### config.mk
export PLATFORM = sky130hd
export DESIGN_NAME = msb_first_bit_reader_unit
export DESIGN_NICKNAME = d
export VERILOG_FILES = /design/src/rtl/msbr_pkg.sv /design/src/rtl/msbr_fifo.sv /design/src/rtl/msbr_front.sv /design/src/rtl/msbr_back.sv /design/src/rtl/msb_first_bit_reader_unit.sv
export SDC_FILE = /design/constraint.sdc
export NUM_CORES = 1
export LEC_CHECK = 0
export BUFFER_PORTS_ARGS = -buffer_cell sky130_fd_sc_hd__buf_4
export CORE_ASPECT_RATIO = 0.9
export CORE_UTILIZATION = 55
export DETAILED_ROUTE_END_ITERATION = 10
export HOLD_SLACK_MARGIN = 0.05
export PLACE_DENSITY = 0.8
export SLEW_MARGIN = 30
export SYNTH_ARGS = -nofsm -noshare
export SYNTH_HDL_FRONTEND = slang
export SYNTH_SLANG_ARGS = --single-unit
### constraint.sdc
create_clock -name clk_i -period 5.2 [get_ports clk_i]
set_clock_uncertainty 0.2 [all_clocks]
set_input_delay 0.52 -clock clk_i [delete_from_list [all_inputs] [get_ports clk_i]]
set_output_delay 0.52 -clock clk_i [all_outputs]
set_load 0.01 [all_outputs]
### src/rtl/msbr_pkg.sv
// shared types and constants for the msb-first bit reader
package msbr_pkg;

  localparam int unsigned ModeW  = 1;
  localparam int unsigned ByteW  = 8;
  localparam int unsigned CountW = 6;
  localparam int unsigned ValueW = 32;
  localparam int unsigned StatW  = 2;

  // largest read request that is served
  localparam logic [CountW-1:0] MaxRead = CountW'(ValueW);

  localparam logic [ModeW-1:0] ModePush = 1'b0;
  localparam logic [ModeW-1:0] ModeRead = 1'b1;

  localparam logic [StatW-1:0] StOk    = 2'd0;
  localparam logic [StatW-1:0] StUnder = 2'd1;
  localparam logic [StatW-1:0] StOver  = 2'd2;

  typedef struct packed {
    logic [ModeW-1:0]  mode;
    logic [ByteW-1:0]  byte_in;
    logic [CountW-1:0] bit_count;
  } item_t;

  typedef struct packed {
    logic [ValueW-1:0] value;
    logic [StatW-1:0]  status;
  } result_t;

  typedef enum logic [1:0] {
    OP_PUSH = 2'd0,
    OP_READ = 2'd1,
    OP_BAD  = 2'd2
  } op_e;

  typedef struct packed {
    op_e               op;
    logic [ByteW-1:0]  byte_in;
    logic [CountW-1:0] bit_count;
  } cmd_t;

endpackage

### src/rtl/msbr_fifo.sv
// small register queue used between the stages and at the result side
module msbr_fifo #(
  parameter int unsigned WIDTH = 8,
  parameter int unsigned DEPTH = 2
) (
  input  logic             clk_i,
  input  logic             rst_ni,
  input  logic             push_i,
  input  logic [WIDTH-1:0] wdata_i,
  output logic             full_o,
  input  logic             pop_i,
  output logic [WIDTH-1:0] rdata_o,
  output logic             empty_o
);

  localparam int unsigned PtrW = (DEPTH > 1) ? $clog2(DEPTH) : 1;
  localparam int unsigned CntW = $clog2(DEPTH + 1);

  logic [WIDTH-1:0] mem_q [DEPTH];
  logic [PtrW-1:0]  wptr_q, wptr_d, rptr_q, rptr_d;
  logic [CntW-1:0]  cnt_q, cnt_d;
  logic             do_push, do_pop;

  assign full_o  = (cnt_q == CntW'(DEPTH));
  assign empty_o = (cnt_q == '0);
  assign do_push = push_i && !full_o;
  assign do_pop  = pop_i && !empty_o;
  assign rdata_o = mem_q[rptr_q];

  always_comb begin
    wptr_d = wptr_q;
    rptr_d = rptr_q;
    cnt_d  = cnt_q;
    if (do_push) begin
      wptr_d = (wptr_q == PtrW'(DEPTH - 1)) ? '0 : wptr_q + 1'b1;
    end
    if (do_pop) begin
      rptr_d = (rptr_q == PtrW'(DEPTH - 1)) ? '0 : rptr_q + 1'b1;
    end
    if (do_push && !do_pop) begin
      cnt_d = cnt_q + 1'b1;
    end else if (do_pop && !do_push) begin
      cnt_d = cnt_q - 1'b1;
    end
  end

  always_ff @(posedge clk_i or negedge rst_ni) begin
    if (!rst_ni) begin
      wptr_q <= '0;
      rptr_q <= '0;
      cnt_q  <= '0;
    end else begin
      wptr_q <= wptr_d;
      rptr_q <= rptr_d;
      cnt_q  <= cnt_d;
    end
  end

  always_ff @(posedge clk_i) begin
    if (do_push) begin
      mem_q[wptr_q] <= wdata_i;
    end
  end

endmodule

### src/rtl/msbr_front.sv
// front stage: turns an input beat into a command for the reservoir stage
module msbr_front (
  input  msbr_pkg::item_t item_i,
  output msbr_pkg::cmd_t  cmd_o
);
  import msbr_pkg::*;

  always_comb begin
    cmd_o.byte_in   = item_i.byte_in;
    cmd_o.bit_count = item_i.bit_count;
    case (item_i.mode)
      ModePush: cmd_o.op = OP_PUSH;
      ModeRead: cmd_o.op = (item_i.bit_count > MaxRead) ? OP_BAD : OP_READ;
      default:  cmd_o.op = OP_BAD;
    endcase
  end

endmodule

### src/rtl/msbr_back.sv
// back stage: owns the bit reservoir and produces one result per command
module msbr_back #(
  parameter int unsigned MAX_BITS = 32
) (
  input  logic              clk_i,
  input  logic              rst_ni,
  input  logic              fire_i,
  input  msbr_pkg::cmd_t    cmd_i,
  output msbr_pkg::result_t result_o
);
  import msbr_pkg::*;

  localparam int unsigned HeldW = $clog2(MAX_BITS + 1);
  localparam int unsigned SumW  = $clog2(MAX_BITS + ByteW + 1);
  localparam int unsigned CmpW  = (HeldW > CountW) ? HeldW : CountW;
  localparam int unsigned XW    = (MAX_BITS > ValueW) ? MAX_BITS : ValueW;

  logic [MAX_BITS-1:0] res_q, res_d;
  logic [HeldW-1:0]    held_q, held_d;
  logic [SumW-1:0]     sum;
  logic [HeldW-1:0]    rest;
  logic [XW-1:0]       shifted, rd_mask;
  logic                short_read;

  assign sum        = SumW'(held_q) + SumW'(ByteW);
  assign short_read = CmpW'(cmd_i.bit_count) > CmpW'(held_q);
  assign rest       = held_q - HeldW'(cmd_i.bit_count);
  assign shifted    = XW'(res_q) >> rest;
  assign rd_mask    = ~({XW{1'b1}} << cmd_i.bit_count);

  always_comb begin
    res_d           = res_q;
    held_d          = held_q;
    result_o.value  = '0;
    result_o.status = StOk;
    case (cmd_i.op)
      OP_PUSH: begin
        if (sum > SumW'(MAX_BITS)) begin
          result_o.status = StOver;
        end else begin
          // bits above held_q are always zero, so the shift drops nothing
          res_d  = (res_q << ByteW) | MAX_BITS'(cmd_i.byte_in);
          held_d = HeldW'(sum);
        end
      end
      OP_READ: begin
        if (short_read) begin
          result_o.status = StUnder;
        end else begin
          result_o.value = ValueW'(shifted & rd_mask);
          res_d          = res_q & ~({MAX_BITS{1'b1}} << rest);
          held_d         = rest;
        end
      end
      default: begin
        result_o.status = StUnder;
      end
    endcase
  end

  always_ff @(posedge clk_i or negedge rst_ni) begin
    if (!rst_ni) begin
      res_q  <= '0;
      held_q <= '0;
    end else if (fire_i) begin
      res_q  <= res_d;
      held_q <= held_d;
    end
  end

endmodule

### src/rtl/msb_first_bit_reader_unit.sv
// top level of the msb-first bit reader: front, command queue, reservoir stage, result queue
//
// Each input beat either pushes one stream byte into a bit reservoir of MAX_BITS bits or
// asks for the next 0 to 32 bits, oldest bit first, returned right-aligned. Every beat
// yields exactly one result beat: status ok, underflow (too few bits held, or a request
// above 32; nothing is consumed) or overflow (a push that would exceed MAX_BITS; the
// byte is dropped). The block takes one beat per cycle sustained while results are popped
// and full stays low. An accepted beat passes through the command queue, which feeds the
// combinational reservoir update (one barrel shift, one mask and one count update), whose
// result is registered in the result queue. Both sides may
// stall freely: full goes high only when the command queue is full, and results wait in
// a queue of QUEUE_DEPTH beats until popped.
module msb_first_bit_reader_unit #(
  parameter int unsigned MAX_BITS    = 32,
  parameter int unsigned QUEUE_DEPTH = 2
) (
  input  logic              clk_i,
  input  logic              rst_ni,
  // input side, queue style
  input  logic              push,
  output logic              full,
  input  msbr_pkg::item_t   in_item_i,
  // result side, queue style
  output logic              empty,
  input  logic              pop,
  output msbr_pkg::result_t result_o
);
  import msbr_pkg::*;

  cmd_t    cmd_in, cmd_out;
  result_t res_in;
  logic    cmd_empty, res_full, fire;

  // classify the incoming beat
  msbr_front u_front (
    .item_i (in_item_i),
    .cmd_o  (cmd_in)
  );

  // decouples the input handshake from the reservoir stage
  msbr_fifo #(
    .WIDTH ($bits(cmd_t)),
    .DEPTH (QUEUE_DEPTH)
  ) u_cmd_q (
    .clk_i   (clk_i),
    .rst_ni  (rst_ni),
    .push_i  (push),
    .wdata_i (cmd_in),
    .full_o  (full),
    .pop_i   (fire),
    .rdata_o (cmd_out),
    .empty_o (cmd_empty)
  );

  // a command executes when one waits and its result has a slot
  assign fire = !cmd_empty && !res_full;

  msbr_back #(
    .MAX_BITS (MAX_BITS)
  ) u_back (
    .clk_i    (clk_i),
    .rst_ni   (rst_ni),
    .fire_i   (fire),
    .cmd_i    (cmd_out),
    .result_o (res_in)
  );

  // result beats wait here until popped
  msbr_fifo #(
    .WIDTH ($bits(result_t)),
    .DEPTH (QUEUE_DEPTH)
  ) u_res_q (
    .clk_i   (clk_i),
    .rst_ni  (rst_ni),
    .push_i  (fire),
    .wdata_i (res_in),
    .full_o  (res_full),
    .pop_i   (pop),
    .rdata_o (result_o),
    .empty_o (empty)
  );

endmodule
# Yosys cells after proc, flatten, opt, wreduce, memory -nomap -nowiden
# Memories as Yosys holds them, arrays and structs flattened.
# Cells that the tools add are included.
# word_totals
ff_bits	46
mem_count	2
latch_bits	0
inputBits	19
rom_bits	0
elab_cells	86
out_inout_bits	36
ram_bits	100
# mem_list
memory	words	word_bits	read_ports	rd_clocked_by_memory_dff	wr	line_no	source
u_res_q.mem_q	2	34	1	0	1	msbr_fifo.sv:19	logic [WIDTH-1:0] mem_q [DEPTH];
u_cmd_q.mem_q	2	16	1	0	1	msbr_fifo.sv:19	
# classes
n_shift	3
mux	25
multipliers	0
addsub	10
n_lt_le_gt_ge	3
bitwise	6
n_eq_ne	5
n_div	0
n_reduce_logical	24
# ops
cell	n
32-bit two-way mux	4
32-bit bitwise AND	2
32-bit NOT	2
32-bit case mux with 2 select lines	1
32-bit by 6-bit << shifter with 32-bit output, first input constant	2
32-bit by 8-bit bitwise OR with 32-bit output	1
32-bit by 6-bit right shift with 32-bit output	1
6-bit greater-than comparator, second input constant	2
2-bit two-way mux	6
6-bit two-way mux	2
6-bit case mux with 2 select lines	1
1-bit logical AND	9
1-bit two-way mux	9
1-bit zero test	8
2-bit case mux with 2 select lines	2
6-bit by 4-bit adder with 6-bit output, second input constant	1
6-bit greater-than comparator	1
2-bit zero test	3
2-bit nonzero test	3
6-bit subtractor	1
1-bit adder, second input constant	4
2-bit by 1-bit adder with 2-bit output, second input constant	2
2-bit equality test, second input constant	2
2-bit != test, second input constant	2
other kinds (4)	5

# Logic depth before layout (Yosys ltp)
# logic_depth
depth_word	8
mapped_depth	13
mapped_depth_nobuf	10

# By module
# Synthesis repeated with hierarchy kept, for this count alone.
# unflattened
hier_cells	745
area_unflattened_um2	8690.8
# by_module_without_submodules
module	area_each_um2	seq_area_each_um2	instances	cells_each
msbr_back	4342.9	950.9	1	531
msbr_fifo at u_res_q	2801.4	2142.1	1	125
msbr_fifo at u_cmd_q	1402.6	1061.0	1	69
msbr_front	140.1	0.0	1	19
msb_first_bit_reader_unit	3.8	0.0	1	1

# Worst setup path before layout
# OpenSTA, ideal clock, no wires.
# synth_timing
kind	register to register
startpoint	reg u_cmd_q.rptr_q
endpoint	mem u_res_q.mem_q[0][4] (netlist bit) (data pin)
setup_ps	274
required_ps	4726
period_less_slack_ps	3705
t_arrival_ps	3231
stages_incl_launch_ff	14
slack_ps	1495
path_buffers	4
path_cell_list	dfrtp_1 > buf_2 > mux2i_1 > inv_1 > ha_1 > fa_1 > buf_2 > clkbuf_1 > clkbuf_1 > mux4_2 > nand2_1 > nand3_1 > a21oi_1 > nor4_1
# synth_rtl
item	line_no	source
start, declared	msbr_fifo.sv:20	logic [PtrW-1:0] wptr_q, wptr_d, rptr_q, rptr_d;
start signal, assigned	msbr_fifo.sv:54	rptr_q <= rptr_d;
end, declared	msbr_fifo.sv:19	

==> impl_metrics.ini <==
[synthesis]
synth.distinct_cells = 67
yosysTopAreaCell = edfxtp_1
synth_edf_count = 100
ys_ff_latch = 146
syn-num-nets = 721
async_reset_ff_share_pct = 31.5
synthFlopType = edfxtp_1
ys_top_cells_by_area = edfxtp_1 37%, dfrtp_1 14%, mux4_2 7.7%, mux2_2 6.2%, mux2i_1 4.1%
ys_seq_area_share_pct = 50.6
syn_area_per_cell_sq_um = 11.9
syn_inst = 690
netlist.area_leader.share_pct = 36.6
ys_warn_count = 0
netlist_area_sq_um = 8210

[finish]
register_area_sq_um = 4150
layout_commonest_cell = edfxtp_1
antenna_cells = 0
instances_no_fill = 951
final_nets = 776
n_fill_cell = 1049
layout_common_cells = 100 x edfxtp_1, 79 x nand2_1, 75 x buf_4, 46 x nor2_1, 46 x dfrtp_1
syn_to_final_growth_pct = 15.3
drive_above_1_share_pct = 25.1
multi_input_area_sq_um = 3840

[global_route]
grt_pass1_wl_um = 32000
grt_busiest_layer = met2
grt_util_met2_pct = 43.1
grt_max_degree = 47
grt_usage_pct = 27.9
grtUsageMet1_pct = 37.6
first_global_vias = 5984
antenna_found_initial = 0
grt_use_met3_pct = 6.64
grt_remaining_overflow = 0

[clock_network]
ctsRootBufferMaster = clkbuf_16
clk_pin_slew_ps = 60
holdBufCountCts = 1
cts_resized = 0
cts_setup_buffers = 0
cts_buffer_depth = 2
insertion_delay_ps = 430
cts_tree = done
cts_buffers = 17
clock_sinks = 146
h-tree-depth = 4

[routing]
drtAntennaViolNets = 0
remaining_drc_errors = 0
wirelength_um = 20500
viasPerCell = 6.48
drtPass1Iterations = 5
drtIter0Drc = 606
routed-via-count = 6162
routedWlPerCell_um = 21.6

[sta]
slew_headroom_pct = 38.6
timing.final.crit_share_pct = 85.4
max_freq_mhz = 225
rsz0062_at_grt = false
max_slew.worst_pin.slew_ps = 914
final.setup.tns_ps = 0
finalMaxSlewViolations = 0
post-route-min-period_ps = 4440
hold_viol_final = 0
finalSetupViolations = 0

[status]
status = complete, no violations

[critical_path]
cp_top_family = multiplexers
crit_arrival_ps = 4430
path_cells = mux2i_1, inv_1, ha_2, fa_1, buf_4, mux4_2, mux2i_1, mux2_1, mux2_2, a311oi_1
crit_required_ps = 5190
crit_slowest_cell = fa_1
timing.rr.start = u_cmd_q.rptr_q
reg2reg_slack_ps = 760
end_kind = flip-flop
slowest_delay_ps = 920
r2r_cells = 10
cpMostUsedCell = mux2i_1
crit_type = reg -> reg
reg2reg_to = u_res_q.mem_q[1][2]
worst-path-max-fanout = 19
cp-start-kind = flip-flop
cp_num_buf_inv = 2

[worst_hold_path]
hold_depth = 1
hold_start = in_item_i[13]
min_to = u_cmd_q.mem_q[0][13]
min_path_type = in -> reg

[place]
place_inst = 918
dp_hpwl_um = 14600
gp_congestion = 0.949
io_buffers = 54

[floorplanning]
die_area_sq_um = 15400
dieWidth_um = 131
placementRows = 41
io_pins = 55
initial_core_util_pct = 57.4
core_area_sq_um = 14300
die_h_um = 118

[run]
drv_cap = 0
[sequential cells by signal, indices dropped and copies added, names as in the netlist]
| signal | flops |
|---|---|
| u_cmd_q.cnt_q | 2 |
| u_back.held_q | 6 |
| u_back.res_q | 32 |
| u_cmd_q.wptr_q | 1 |
| u_cmd_q.rptr_q | 1 |
| u_res_q.cnt_q | 2 |
| u_cmd_q.mem_q | 32 |
| u_res_q.mem_q | 68 |
| u_res_q.wptr_q | 1 |
| u_res_q.rptr_q | 1 |
[final cells by class]
| class | instances | area share (%) |
|---|---|---|
| clock buffers | 22 | 4.90 |
| clock inverters | 10 | 1.34 |
| inverters | 16 | 0.635 |
| multi-input cells | 488 | 40.6 |
| flip-flops and latches | 146 | 43.9 |
| well taps | 193 | 2.55 |
| repair buffers | 76 | 6.05 |
[per-stage QoR]
stage | area (sq um) | util, % | worst slack, ps | hold slack (ps)
CTS | 9460 | 66.1 | 857 | 63.5
global route | 9460 | 66.1 | 588 | 62.7
global placement | 8860 | 61.9 | 1040 | 266
finish | 9460 | 66.1 | 759 | 76.7
detailed placement | 8860 | 61.9 | 901 | 269
floorplan | 8210 | - | 1490 | 24.4
[worst max path at each step]
stage,startpoint,end,slack (ps),cells after the start
after floorplan,u_cmd_q.rptr_q,u_res_q.mem_q[0][4],1490,13
after global placement,u_cmd_q.rptr_q,u_res_q.mem_q[0][2],1040,10
after detailed placement,u_cmd_q.rptr_q,u_res_q.mem_q[0][2],900,10
after CTS,u_cmd_q.rptr_q,u_res_q.mem_q[0][2],860,10
after global routing,u_cmd_q.rptr_q,u_res_q.mem_q[0][3],590,10
final,u_cmd_q.rptr_q,u_res_q.mem_q[1][2],760,10
[worst reg2reg max path: cells and delay by family (launching register included)]
family	cells	cell delay [ps]
buffers and inverters	2	530
adder cells (fa/ha/maj)	2	1170
flip-flops	1	360
multiplexers	5	1590
AO/OA/AOI/OAI	1	380
[cell families after synthesis]
family                   synth area share (%)
multiplexers                             18.1
AO/OA/AOI/OAI                            11.7
flip-flops                               50.6
adder cells (fa/ha/maj)                  1.92
buffers and inverters                    3.00
AND/OR/NAND/NOR                          12.5
XOR/XNOR                                 2.15
[Yosys cell counts (16+ instances only)]
cell      count
a21oi_1      30
a221o_1      21
buf_2        20
clkbuf_1     18
dfrtp_1      46
edfxtp_1    100
inv_1        16
mux2_2       45
mux2i_1      34
mux4_2       28
nand2_1      79
nor2_1       47
nor3_1       28
o21ai_0      23
[routing by layer]
| layer | wire length [um] | share of wire, % |
|---|---|---|
| met5 | 0 | 0 |
| met4 | 570 | 2.8 |
| met3 | 1820 | 8.8 |
| met2 | 9670 | 47 |
| met1 | 8480 | 41 |
Power is left out: the tool's default activity adds up to more than one toggle a clock period on the data nets, which glitch-free logic cannot reach.
